**config.mk**
```make
export PLATFORM = sky130hd
export DESIGN_NAME = canny_nonmax_suppression_flat
export DESIGN_NICKNAME = d
export VERILOG_FILES = /design/src/hw/rtl/cnms_pkg.sv /design/src/hw/rtl/cnms_if.sv /design/src/hw/rtl/canny_nonmax_suppression.sv /design/src/hw/rtl/cnms_select.sv /design/src/flat_wrapper.sv
export SDC_FILE = /design/constraint.sdc
export NUM_CORES = 2
export LEC_CHECK = 0
export ABC_AREA = 1
export BUFFER_PORTS_ARGS = -buffer_cell sky130_fd_sc_hd__clkbuf_2
export CAP_MARGIN = 20
export CELL_PAD_IN_SITES_DETAIL_PLACEMENT = 1
export CELL_PAD_IN_SITES_GLOBAL_PLACEMENT = 2
export CORE_MARGIN = 5
export CORE_UTILIZATION = 41
export DETAILED_ROUTE_END_ITERATION = 8
export PLACE_DENSITY = 0.79
export SETUP_SLACK_MARGIN = 0.02
export SYNTH_ARGS = -nofsm -noshare
export SYNTH_HDL_FRONTEND = slang
export SYNTH_SLANG_ARGS = --single-unit
```
**constraint.sdc**
```tcl
create_clock -name i_clk -period 10.6 [get_ports i_clk]
set_clock_uncertainty 0.15 [all_clocks]
set_input_delay 1.59 -clock i_clk [delete_from_list [all_inputs] [get_ports i_clk]]
set_output_delay 1.59 -clock i_clk [all_outputs]
set_load 0.01 [all_outputs]
```
**src/hw/rtl/cnms_pkg.sv**
```systemverilog
package cnms_pkg;

    localparam int GRAD_W = 16;
    localparam int MAG_W  = 15;
    // |grad| reaches 2^15, one bit more than a magnitude
    localparam int ABS_W  = GRAD_W;
    localparam int SQ_W   = 2 * MAG_W;
    localparam int PA_W   = ABS_W + MAG_W;
    localparam int DIFF_W = MAG_W + 2;
    localparam int PB_W   = DIFF_W + MAG_W + 1;
    localparam int SUM_W  = PB_W + 1;

    typedef logic signed [GRAD_W-1:0] t_grad;
    typedef logic        [MAG_W-1:0]  t_mag;
    typedef logic        [ABS_W-1:0]  t_abs;

    typedef enum logic [1:0] {
        CLS_BORDER = 2'd0,
        CLS_NONE   = 2'd1,
        CLS_EDGE   = 2'd2
    } t_edge_class;

    // one pixel with its 3x3 magnitude window
    typedef struct packed {
        logic  at_border;
        t_grad grad_x;
        t_grad grad_y;
        t_mag  mag_center;
        t_mag  mag_left;
        t_mag  mag_right;
        t_mag  mag_up;
        t_mag  mag_down;
        t_mag  mag_up_left;
        t_mag  mag_up_right;
        t_mag  mag_down_left;
        t_mag  mag_down_right;
    } t_pix;

    // neighbors picked along the gradient, plus early decisions
    typedef struct packed {
        logic border;
        logic zero;
        t_mag mag;
        t_abs minor;
        t_mag diag_a;
        t_mag axial_a;
        t_mag diag_b;
        t_mag axial_b;
    } t_sel;

    // registered products for both sides
    typedef struct packed {
        logic                     border;
        logic                     zero;
        logic        [SQ_W-1:0]   sq;
        logic        [PA_W-1:0]   pa_a;
        logic signed [PB_W-1:0]   pb_a;
        logic        [PA_W-1:0]   pa_b;
        logic signed [PB_W-1:0]   pb_b;
    } t_prod;

endpackage

```
**src/hw/rtl/cnms_if.sv**
```systemverilog
interface cnms_pix_if;
    import cnms_pkg::*;

    logic  valid;
    logic  ready;
    logic  at_border;
    t_grad grad_x;
    t_grad grad_y;
    t_mag  mag_center;
    t_mag  mag_left;
    t_mag  mag_right;
    t_mag  mag_up;
    t_mag  mag_down;
    t_mag  mag_up_left;
    t_mag  mag_up_right;
    t_mag  mag_down_left;
    t_mag  mag_down_right;

    modport source (
        output valid, at_border, grad_x, grad_y, mag_center, mag_left, mag_right,
               mag_up, mag_down, mag_up_left, mag_up_right, mag_down_left,
               mag_down_right,
        input  ready
    );
    modport sink (
        input  valid, at_border, grad_x, grad_y, mag_center, mag_left, mag_right,
               mag_up, mag_down, mag_up_left, mag_up_right, mag_down_left,
               mag_down_right,
        output ready
    );
endinterface

interface cnms_cls_if;
    import cnms_pkg::*;

    logic        valid;
    logic        ready;
    t_edge_class edge_class;

    modport source (output valid, edge_class, input ready);
    modport sink (input valid, edge_class, output ready);
endinterface

```
**src/hw/rtl/canny_nonmax_suppression.sv**
```systemverilog
// Canny non-maximum suppression, one pixel per transaction. Each input
// transaction carries the gradient components of a pixel and the 3x3 window
// of gradient magnitudes around it; each yields exactly one output
// transaction with edge_class: border (border flag wins over everything),
// none (zero magnitude or suppressed), or edge (center is at least both
// values interpolated along the gradient direction). The interpolation is
// exact: mag*mag >= a*diag + (mag-a)*axial with a = |minor component|, so no
// rounding enters the decision. Rate: one pixel per clock while the output is
// ready. The pipeline is four registers deep: input register, neighbor
// selection, a bank of five parallel multipliers, then the final add and signed
// compare. Stalls on the output back up through the four stages; any empty
// stage is filled, so bubbles collapse.
module canny_nonmax_suppression (
    input logic        i_clk,
    input logic        i_rst_n,
    cnms_pix_if.sink   i_pix,
    cnms_cls_if.source o_cls
);
    import cnms_pkg::*;

    // stage valid bits
    logic r_v1, r_v2, r_v3, r_v4;
    // stage advance enables
    logic n_adv1, n_adv2, n_adv3, n_adv4;

    t_pix        r_pix;
    t_pix        n_pix;
    t_sel        n_sel;
    t_sel        r_sel;
    t_prod       n_prod;
    t_prod       r_prod;
    t_edge_class n_cls;
    t_edge_class r_cls;

    // a stage loads when it is empty or its content moves on
    assign n_adv4 = !r_v4 || o_cls.ready;
    assign n_adv3 = !r_v3 || n_adv4;
    assign n_adv2 = !r_v2 || n_adv3;
    assign n_adv1 = !r_v1 || n_adv2;

    assign i_pix.ready      = n_adv1;
    assign o_cls.valid      = r_v4;
    assign o_cls.edge_class = r_cls;

    always_ff @(posedge i_clk) begin
        if (!i_rst_n) begin
            r_v1 <= 1'b0;
            r_v2 <= 1'b0;
            r_v3 <= 1'b0;
            r_v4 <= 1'b0;
        end else begin
            if (n_adv1) r_v1 <= i_pix.valid;
            if (n_adv2) r_v2 <= r_v1;
            if (n_adv3) r_v3 <= r_v2;
            if (n_adv4) r_v4 <= r_v3;
        end
    end

    // ---- stage 1: capture the window
    always_comb begin
        n_pix.at_border      = i_pix.at_border;
        n_pix.grad_x         = i_pix.grad_x;
        n_pix.grad_y         = i_pix.grad_y;
        n_pix.mag_center     = i_pix.mag_center;
        n_pix.mag_left       = i_pix.mag_left;
        n_pix.mag_right      = i_pix.mag_right;
        n_pix.mag_up         = i_pix.mag_up;
        n_pix.mag_down       = i_pix.mag_down;
        n_pix.mag_up_left    = i_pix.mag_up_left;
        n_pix.mag_up_right   = i_pix.mag_up_right;
        n_pix.mag_down_left  = i_pix.mag_down_left;
        n_pix.mag_down_right = i_pix.mag_down_right;
    end

    always_ff @(posedge i_clk) begin
        if (n_adv1 && i_pix.valid) r_pix <= n_pix;
    end

    // ---- stage 2: pick the dominant axis and the four neighbors
    cnms_select u_select (
        .i_pix (r_pix),
        .o_sel (n_sel)
    );

    always_ff @(posedge i_clk) begin
        if (n_adv2 && r_v1) r_sel <= n_sel;
    end

    // ---- stage 3: products for both sides; (mag - a) may go negative
    logic signed [DIFF_W-1:0] n_diff;
    assign n_diff = $signed({2'b00, r_sel.mag}) - $signed({1'b0, r_sel.minor});

    always_comb begin
        n_prod.border = r_sel.border;
        n_prod.zero   = r_sel.zero;
        n_prod.sq     = SQ_W'(r_sel.mag) * SQ_W'(r_sel.mag);
        n_prod.pa_a   = PA_W'(r_sel.minor) * PA_W'(r_sel.diag_a);
        n_prod.pa_b   = PA_W'(r_sel.minor) * PA_W'(r_sel.diag_b);
        n_prod.pb_a   = PB_W'(n_diff) * PB_W'($signed({1'b0, r_sel.axial_a}));
        n_prod.pb_b   = PB_W'(n_diff) * PB_W'($signed({1'b0, r_sel.axial_b}));
    end

    always_ff @(posedge i_clk) begin
        if (n_adv3 && r_v2) r_prod <= n_prod;
    end

    // ---- stage 4: sum, compare against mag squared, classify
    logic signed [SUM_W-1:0] n_lhs;
    logic signed [SUM_W-1:0] n_rhs_a;
    logic signed [SUM_W-1:0] n_rhs_b;
    logic                    n_keep;

    assign n_lhs   = $signed({{(SUM_W-SQ_W){1'b0}}, r_prod.sq});
    assign n_rhs_a = $signed({{(SUM_W-PA_W){1'b0}}, r_prod.pa_a})
                   + $signed({r_prod.pb_a[PB_W-1], r_prod.pb_a});
    assign n_rhs_b = $signed({{(SUM_W-PA_W){1'b0}}, r_prod.pa_b})
                   + $signed({r_prod.pb_b[PB_W-1], r_prod.pb_b});
    assign n_keep  = (n_lhs >= n_rhs_a) && (n_lhs >= n_rhs_b);

    always_comb begin
        priority if (r_prod.border) begin
            n_cls = CLS_BORDER;
        end else if (r_prod.zero || !n_keep) begin
            n_cls = CLS_NONE;
        end else begin
            n_cls = CLS_EDGE;
        end
    end

    always_ff @(posedge i_clk) begin
        if (n_adv4 && r_v3) r_cls <= n_cls;
    end

    // ---- checks
    // input can only stall when every stage is full and the output is blocked
    a_stall_full: assert property (@(posedge i_clk) disable iff (!i_rst_n)
        !i_pix.ready |-> (r_v1 && r_v2 && r_v3 && r_v4 && !o_cls.ready))
        else $error("input stalled with a free pipeline stage");

    // an empty output stage always takes the item behind it
    a_fill_out: assert property (@(posedge i_clk) disable iff (!i_rst_n)
        (r_v3 && !r_v4) |=> r_v4)
        else $error("output stage failed to load");

    // output drains when nothing is behind it
    a_drain: assert property (@(posedge i_clk) disable iff (!i_rst_n)
        (o_cls.valid && o_cls.ready && !r_v3) |=> !o_cls.valid)
        else $error("output transaction repeated");

endmodule

```
**src/hw/rtl/cnms_select.sv**
```systemverilog
module cnms_select (
    input  cnms_pkg::t_pix i_pix,
    output cnms_pkg::t_sel o_sel
);
    import cnms_pkg::*;

    t_abs abs_x;
    t_abs abs_y;
    logic same_sign;
    logic vertical;

    // 16-bit unsigned negate keeps -32768 correct as 32768
    assign abs_x = i_pix.grad_x[GRAD_W-1] ? t_abs'(-i_pix.grad_x) : t_abs'(i_pix.grad_x);
    assign abs_y = i_pix.grad_y[GRAD_W-1] ? t_abs'(-i_pix.grad_y) : t_abs'(i_pix.grad_y);

    assign same_sign = (i_pix.grad_x > 0 && i_pix.grad_y > 0)
                    || (i_pix.grad_x < 0 && i_pix.grad_y < 0);
    assign vertical  = abs_y > abs_x;

    always_comb begin
        o_sel.border = i_pix.at_border;
        o_sel.zero   = (i_pix.mag_center == '0);
        o_sel.mag    = i_pix.mag_center;
        if (vertical) begin
            o_sel.minor   = abs_x;
            o_sel.axial_a = i_pix.mag_up;
            o_sel.axial_b = i_pix.mag_down;
            o_sel.diag_a  = same_sign ? i_pix.mag_up_left    : i_pix.mag_up_right;
            o_sel.diag_b  = same_sign ? i_pix.mag_down_right : i_pix.mag_down_left;
        end else begin
            o_sel.minor   = abs_y;
            o_sel.axial_a = i_pix.mag_right;
            o_sel.axial_b = i_pix.mag_left;
            o_sel.diag_a  = same_sign ? i_pix.mag_down_right : i_pix.mag_up_right;
            o_sel.diag_b  = same_sign ? i_pix.mag_up_left    : i_pix.mag_down_left;
        end
    end

endmodule
```
**src/flat_wrapper.sv**
```systemverilog
// flat-port wrapper written by rule: the top's interface ports become plain ports
module canny_nonmax_suppression_flat import cnms_pkg::*;
  (i_clk, i_rst_n, i_pix_valid, i_pix_at_border, i_pix_grad_x, i_pix_grad_y, i_pix_mag_center, i_pix_mag_left, i_pix_mag_right, i_pix_mag_up, i_pix_mag_down, i_pix_mag_up_left, i_pix_mag_up_right, i_pix_mag_down_left, i_pix_mag_down_right, i_pix_ready, o_cls_valid, o_cls_edge_class, o_cls_ready);
  cnms_pix_if i_pix_i ();
  cnms_cls_if o_cls_i ();
  input logic i_clk;
  input logic i_rst_n;
  input wire logic [$bits(i_pix_i.valid)-1:0] i_pix_valid;
  input wire logic [$bits(i_pix_i.at_border)-1:0] i_pix_at_border;
  input wire logic [$bits(i_pix_i.grad_x)-1:0] i_pix_grad_x;
  input wire logic [$bits(i_pix_i.grad_y)-1:0] i_pix_grad_y;
  input wire logic [$bits(i_pix_i.mag_center)-1:0] i_pix_mag_center;
  input wire logic [$bits(i_pix_i.mag_left)-1:0] i_pix_mag_left;
  input wire logic [$bits(i_pix_i.mag_right)-1:0] i_pix_mag_right;
  input wire logic [$bits(i_pix_i.mag_up)-1:0] i_pix_mag_up;
  input wire logic [$bits(i_pix_i.mag_down)-1:0] i_pix_mag_down;
  input wire logic [$bits(i_pix_i.mag_up_left)-1:0] i_pix_mag_up_left;
  input wire logic [$bits(i_pix_i.mag_up_right)-1:0] i_pix_mag_up_right;
  input wire logic [$bits(i_pix_i.mag_down_left)-1:0] i_pix_mag_down_left;
  input wire logic [$bits(i_pix_i.mag_down_right)-1:0] i_pix_mag_down_right;
  output wire logic [$bits(i_pix_i.ready)-1:0] i_pix_ready;
  output wire logic [$bits(o_cls_i.valid)-1:0] o_cls_valid;
  output wire logic [$bits(o_cls_i.edge_class)-1:0] o_cls_edge_class;
  input wire logic [$bits(o_cls_i.ready)-1:0] o_cls_ready;
  assign i_pix_i.valid = i_pix_valid;
  assign i_pix_i.at_border = i_pix_at_border;
  assign i_pix_i.grad_x = i_pix_grad_x;
  assign i_pix_i.grad_y = i_pix_grad_y;
  assign i_pix_i.mag_center = i_pix_mag_center;
  assign i_pix_i.mag_left = i_pix_mag_left;
  assign i_pix_i.mag_right = i_pix_mag_right;
  assign i_pix_i.mag_up = i_pix_mag_up;
  assign i_pix_i.mag_down = i_pix_mag_down;
  assign i_pix_i.mag_up_left = i_pix_mag_up_left;
  assign i_pix_i.mag_up_right = i_pix_mag_up_right;
  assign i_pix_i.mag_down_left = i_pix_mag_down_left;
  assign i_pix_i.mag_down_right = i_pix_mag_down_right;
  assign i_pix_ready = i_pix_i.ready;
  assign o_cls_valid = o_cls_i.valid;
  assign o_cls_edge_class = o_cls_i.edge_class;
  assign o_cls_i.ready = o_cls_ready;
  canny_nonmax_suppression u_core (.i_clk(i_clk), .i_rst_n(i_rst_n), .i_pix(i_pix_i), .o_cls(o_cls_i));
endmodule
```
* Word-level counts from Yosys, hierarchy flattened
Cells that the tools add are included.
Cells by class: $add $sub $neg 5, $mul 5, multiplexer cells 8, reductions and logical operators 19, order comparisons 7
Operators with widths (count):
- $mux W76 | 1
- $add A32 B33 Y34 | 2
- $ge A31 B34 Y1 | 2
- $mul A17 B16 Y33 | 2
- $mul A16 B15 Y31 | 2
- $mux W15 | 4
- $gt A16 B1 Y1 const B | 2
- $lt A16 B1 Y1 const B | 2
- $mux W16 | 2
- $neg A16 Y16 | 2
- $mul A15 B15 Y30 | 1
- $sub A15 B16 Y17 | 1
- $gt A16 B16 Y1 | 1
- $logic_not A15 Y1 | 1
- $logic_and A1 B1 Y1 | 7
- $logic_or A1 B1 Y1 | 6
- $logic_not A1 Y1 | 5
- $mux W2 | 1
Storage, ports and cells: word-level logic and storage cells 76, register bits 427, input port bits 172

* Depth between registers and ports, before layout
depth in word-level cells 6, gate-level depth with buffers 43, mapped depth without buffers 41

* By module
From an unflattened synthesis, not the netlist that was laid out.
Second synthesis, totals: cell total of the unflattened synthesis 7167, area total of the unflattened synthesis 62997.9 µm²
Modules (own cells, without submodules):
- canny_nonmax_suppression | instances 1, cells an instance 6533, area an instance 59936.2 µm²
- cnms_select | instances 1, cells an instance 634, area an instance 3061.7 µm²

* Worst setup path before layout
OpenSTA, ideal clock, no wires.
kind in2reg, start in o_cls_ready, end reg u_core.r_pix[0] (netlist bit) (enable), setup slack 0.763 ns, data required time 9.748 ns, path buffers 0, data arrival time 8.985 ns, setup time 0.702 ns, cell stages on the path 8, cell sequence nor2_1 -> inv_1 -> nor2_1 -> inv_1 -> nor2_1 -> inv_1 -> nor2_1 -> nor2_1
On the way: word-level cells in the longest chain between the ends 5
Ends and longest elaborated chain:
- start: declaration | RTL line flat_wrapper.sv:24 | input wire logic [$bits(o_cls_i.ready)-1:0] o_cls_ready;
- $logic_or A1 B1 Y1 | RTL line canny_nonmax_suppression.sv:36 | assign n_adv4 = !r_v4 || o_cls.ready;
- $logic_or A1 B1 Y1 | RTL line canny_nonmax_suppression.sv:37 | assign n_adv3 = !r_v3 || n_adv4;
- $logic_or A1 B1 Y1 | RTL line canny_nonmax_suppression.sv:38 | assign n_adv2 = !r_v2 || n_adv3;
- $logic_or A1 B1 Y1 | RTL line canny_nonmax_suppression.sv:39 | assign n_adv1 = !r_v1 || n_adv2;
- $logic_and A1 B1 Y1 | RTL line canny_nonmax_suppression.sv:76 | if (n_adv1 && i_pix.valid) r_pix <= n_pix;
- end signal: assignment | RTL line canny_nonmax_suppression.sv:76
- end: declaration | RTL line canny_nonmax_suppression.sv:26 | t_pix r_pix;
Every way passes these cells. A chain may end at the register's enable or synchronous reset.

==> flow_summary.rst <==
.. list-table::
   :header-rows: 1

   * - Metric
     - Value
   * - Crit path launch type
     - flip-flop
   * - Num Clock Sinks
     - 426
   * - Kind of end point of the critical path
     - flip-flop
   * - Post-CTS setup buffer count
     - 0
   * - Global placement routability congestion
     - 0.921
   * - Required time of the worst setup path
     - 10.92 ns
   * - H-tree levels
     - 2
   * - Antenna violations before repair
     - 6
   * - Nets
     - 8947
   * - Count of cell types in the netlist
     - 56
   * - Full die area
     - 0.160 sq mm
   * - IO buf count
     - 175
   * - Post-CTS sizing
     - 0
   * - Total of warnings raised by yosys
     - 0
   * - Highest-count cells in the layout ignoring fill and taps
     - sky130_fd_sc_hd__inv_1 (1671), sky130_fd_sc_hd__nand2_1 (1579), sky130_fd_sc_hd__fa_1 (1018)
   * - Startpoint-to-endpoint class of the critical path
     - flip-flop to flip-flop
   * - Depth of the most critical reg-to-reg path
     - 36
   * - Family of cells with the greatest summed delay on the critical path
     - adder cells
   * - Final setup TNS
     - 0 ns
   * - Clock slew at the register clock pins of the worst setup and hold paths
     - 0.07 ns
   * - Most frequently used flop master after synthesis
     - sky130_fd_sc_hd__edfxtp_1
   * - Die Ht
     - 400 um
   * - Total of flip-flops plus latches after synthesis
     - 426
   * - Transition time of the tightest slew-check pin
     - 1.09 ns
   * - Number of global-route vias before repair
     - 52.2k
   * - Total wirelength of the detailed-routed design
     - 194000 um
   * - Starting Density
     - 0.412
   * - Buffering stage count on the worst path with inverters included
     - 8
   * - Detailed router's first-iteration violation count
     - 2525
   * - Largest buffer count on any clock path
     - 3
   * - DRC violations left
     - 0
   * - Post-synthesis share of cell area spent on xor and xnor gates
     - 0.0346
   * - Post-synthesis mux area share
     - 0
   * - Most used cell, CP
     - sky130_fd_sc_hd__nand2_1
   * - Data arrival at the endpoint of the critical path
     - 9.29 ns
   * - Mapped Area
     - 0.0624 sq mm
   * - Width of the chip
     - 400 um
   * - Max-capacitance violation count
     - 0
   * - Pre-antenna DRT Iters
     - 7
   * - Count of nets left with antenna violations after detail routing
     - 0
   * - Number of stages on the worst setup path
     - 36
   * - Area growth from synthesis to layout
     - 7.83%
   * - Average routed wire per standard cell
     - 21.1 um
   * - Cell with the biggest individual delay on the critical path
     - sky130_fd_sc_hd__inv_2
   * - Dominant combinational cell family by area after synthesis
     - adder cells
   * - Number of enable-type register cells in the synthesized netlist
     - 422
   * - RSZ-0062 raised after global routing
     - no
   * - Share of the clock period used by the worst path after layout
     - 0.846
   * - Clk Tree Root Cell
     - sky130_fd_sc_hd__clkbuf_16
   * - Pin count of the biggest net entering global routing
     - 82
   * - Worst rel slew slack
     - 0.275
   * - Peak per-stage delay on the critical path
     - 0.56 ns
   * - Post-synthesis compound-gate area fraction
     - 0.0504
   * - Number of placement rows
     - 143
   * - Top Ports
     - 176
   * - Total Routing Usage GR
     - 0.245
   * - Cells after synthesis
     - 7091
   * - Fraction of the mapped netlist area in adder cells
     - 0.447
   * - Syn nets
     - 8883
   * - Share of the yosys chip area belonging to registers
     - 0.204
   * - Pins over their slew limit
     - 0
   * - Share of synthesized flip-flops with an asynchronous set or reset
     - 0
   * - Final setup violating endpoints
     - 0
   * - Via count
     - 46.5k
   * - Final hold viol count
     - 0
   * - Simple logic cell fraction of the synthesized area
     - 0.147
   * - Class of the worst hold path
     - flip-flop to flip-flop
   * - Post-synthesis average cell area
     - 8.81 sq um
   * - Critical path peak fanout
     - 31
   * - Most common cell after layout, fill and taps aside
     - sky130_fd_sc_hd__inv_1
   * - Worst skew pair latency
     - 0.67 ns
   * - Final critical path time including I/O delays and setup
     - 8.97 ns
   * - Hold Crit Depth
     - 0
   * - Hold-fix buffer count after cts
     - 0
   * - First-pass GRT wire length
     - 305000 um
   * - Fmax achieved
     - 112 MHz
   * - TritonCTS Buffers
     - 53
   * - TritonCTS clock tree
     - yes
   * - Core outline area
     - 0.152 sq mm
   * - Number of vias per cell
     - 5.04
   * - Final HPWL DP
     - 160000 um
   * - Outcome
     - finished clean
   * - Total congestion overflow after global routing
     - 0
   * - Fraction of layout instances using a drive strength above 1
     - 0.0513
cell type report:
| type | instances | area (sq um) |
|---|---|---|
| multi-input cells | 4755 | 42400 |
| diodes | 4 | 10.0 |
| well taps | 2030 | 2540 |
| clock inverters | 38 | 556 |
| fillers | 17969 | 84400 |
| clock buffers | 62 | 1360 |
| flip-flops and latches | 426 | 12800 |
| inverters | 1687 | 6340 |
| repair buffers | 232 | 1340 |
layer usage:
metal,global-route usage,share of wire,vias to the layer above
li1,-,-,21564
met1,0.342,0.46,23875
met2,0.416,0.48,878
met3,0.0258,0.042,191
met4,0.0487,0.022,0
met5,0,0,-
synthesized netlist by cell type, drive strengths merged (37+ instances only):
cell	n	area [sq um]
inv	1680	6310
nand2	1586	5970
fa	1018	20400
ha	602	7530
nor2	496	1860
edfxtp	422	12700
a21oi	292	1470
clkbuf	190	713
nand3	151	756
xor2	139	1220
o21ai	131	671
xnor2	108	946
nor3	37	210
final timing paths:
kind,start,slack (ns),endpoint
setup / recovery,u_core.r_sel[62]$_DFFE_PP_,1.63,u_core.r_prod[89]$_DFFE_PP_
hold / removal,u_core.n_prod[159]$_DFFE_PP_,0.27,u_core.r_prod[159]$_DFFE_PP_
setup reg to reg,u_core.r_sel[62]$_DFFE_PP_,1.63,u_core.r_prod[89]$_DFFE_PP_
hold reg to reg,u_core.n_prod[159]$_DFFE_PP_,0.27,u_core.r_prod[159]$_DFFE_PP_
stage by stage:
| stage | std cells | util | hold slack [ns] | instance area (sq um) | setup WS, ns |
|---|---|---|---|---|---|
| after floorplan | 7091 | - | 0.250 | 62400 | 0.763 |
| after global placement | 9125 | 0.431 | 0.251 | 65300 | 1.85 |
| after detailed placement | 9126 | 0.431 | 0.262 | 65300 | 1.71 |
| after CTS | 9226 | 0.443 | 0.267 | 67300 | 1.66 |
| after global routing | 9230 | 0.444 | 0.266 | 67300 | 1.11 |
| final | 9234 | 0.444 | 0.267 | 67300 | 1.63 |
flip-flops by register name, indices dropped and copies added (netlist names):
register,count
u_core.r_pix,168
u_core.n_prod,2
u_core.o_cls.valid,1
u_core.r_sel,91
u_core.r_v3,1
u_core.r_v2,1
u_core.o_cls.edge_class,2
u_core.r_prod,130
u_core.n_lhs,29
u_core.r_v1,1
logic make-up (layout without fill, tap and decap cells):
family,count (synthesis),after routing
AND/OR/NAND/NOR,2333,2333
buffers and inverters,1910,2019
adder cells (fa/ha/maj),1620,1620
AO/OA/AOI/OAI,555,555
flip-flops,426,426
XOR/XNOR,247,247
other,0,4
Power is left out: the tool's default activity adds up to more than one toggle a clock period on the data nets, which glitch-free logic cannot reach.
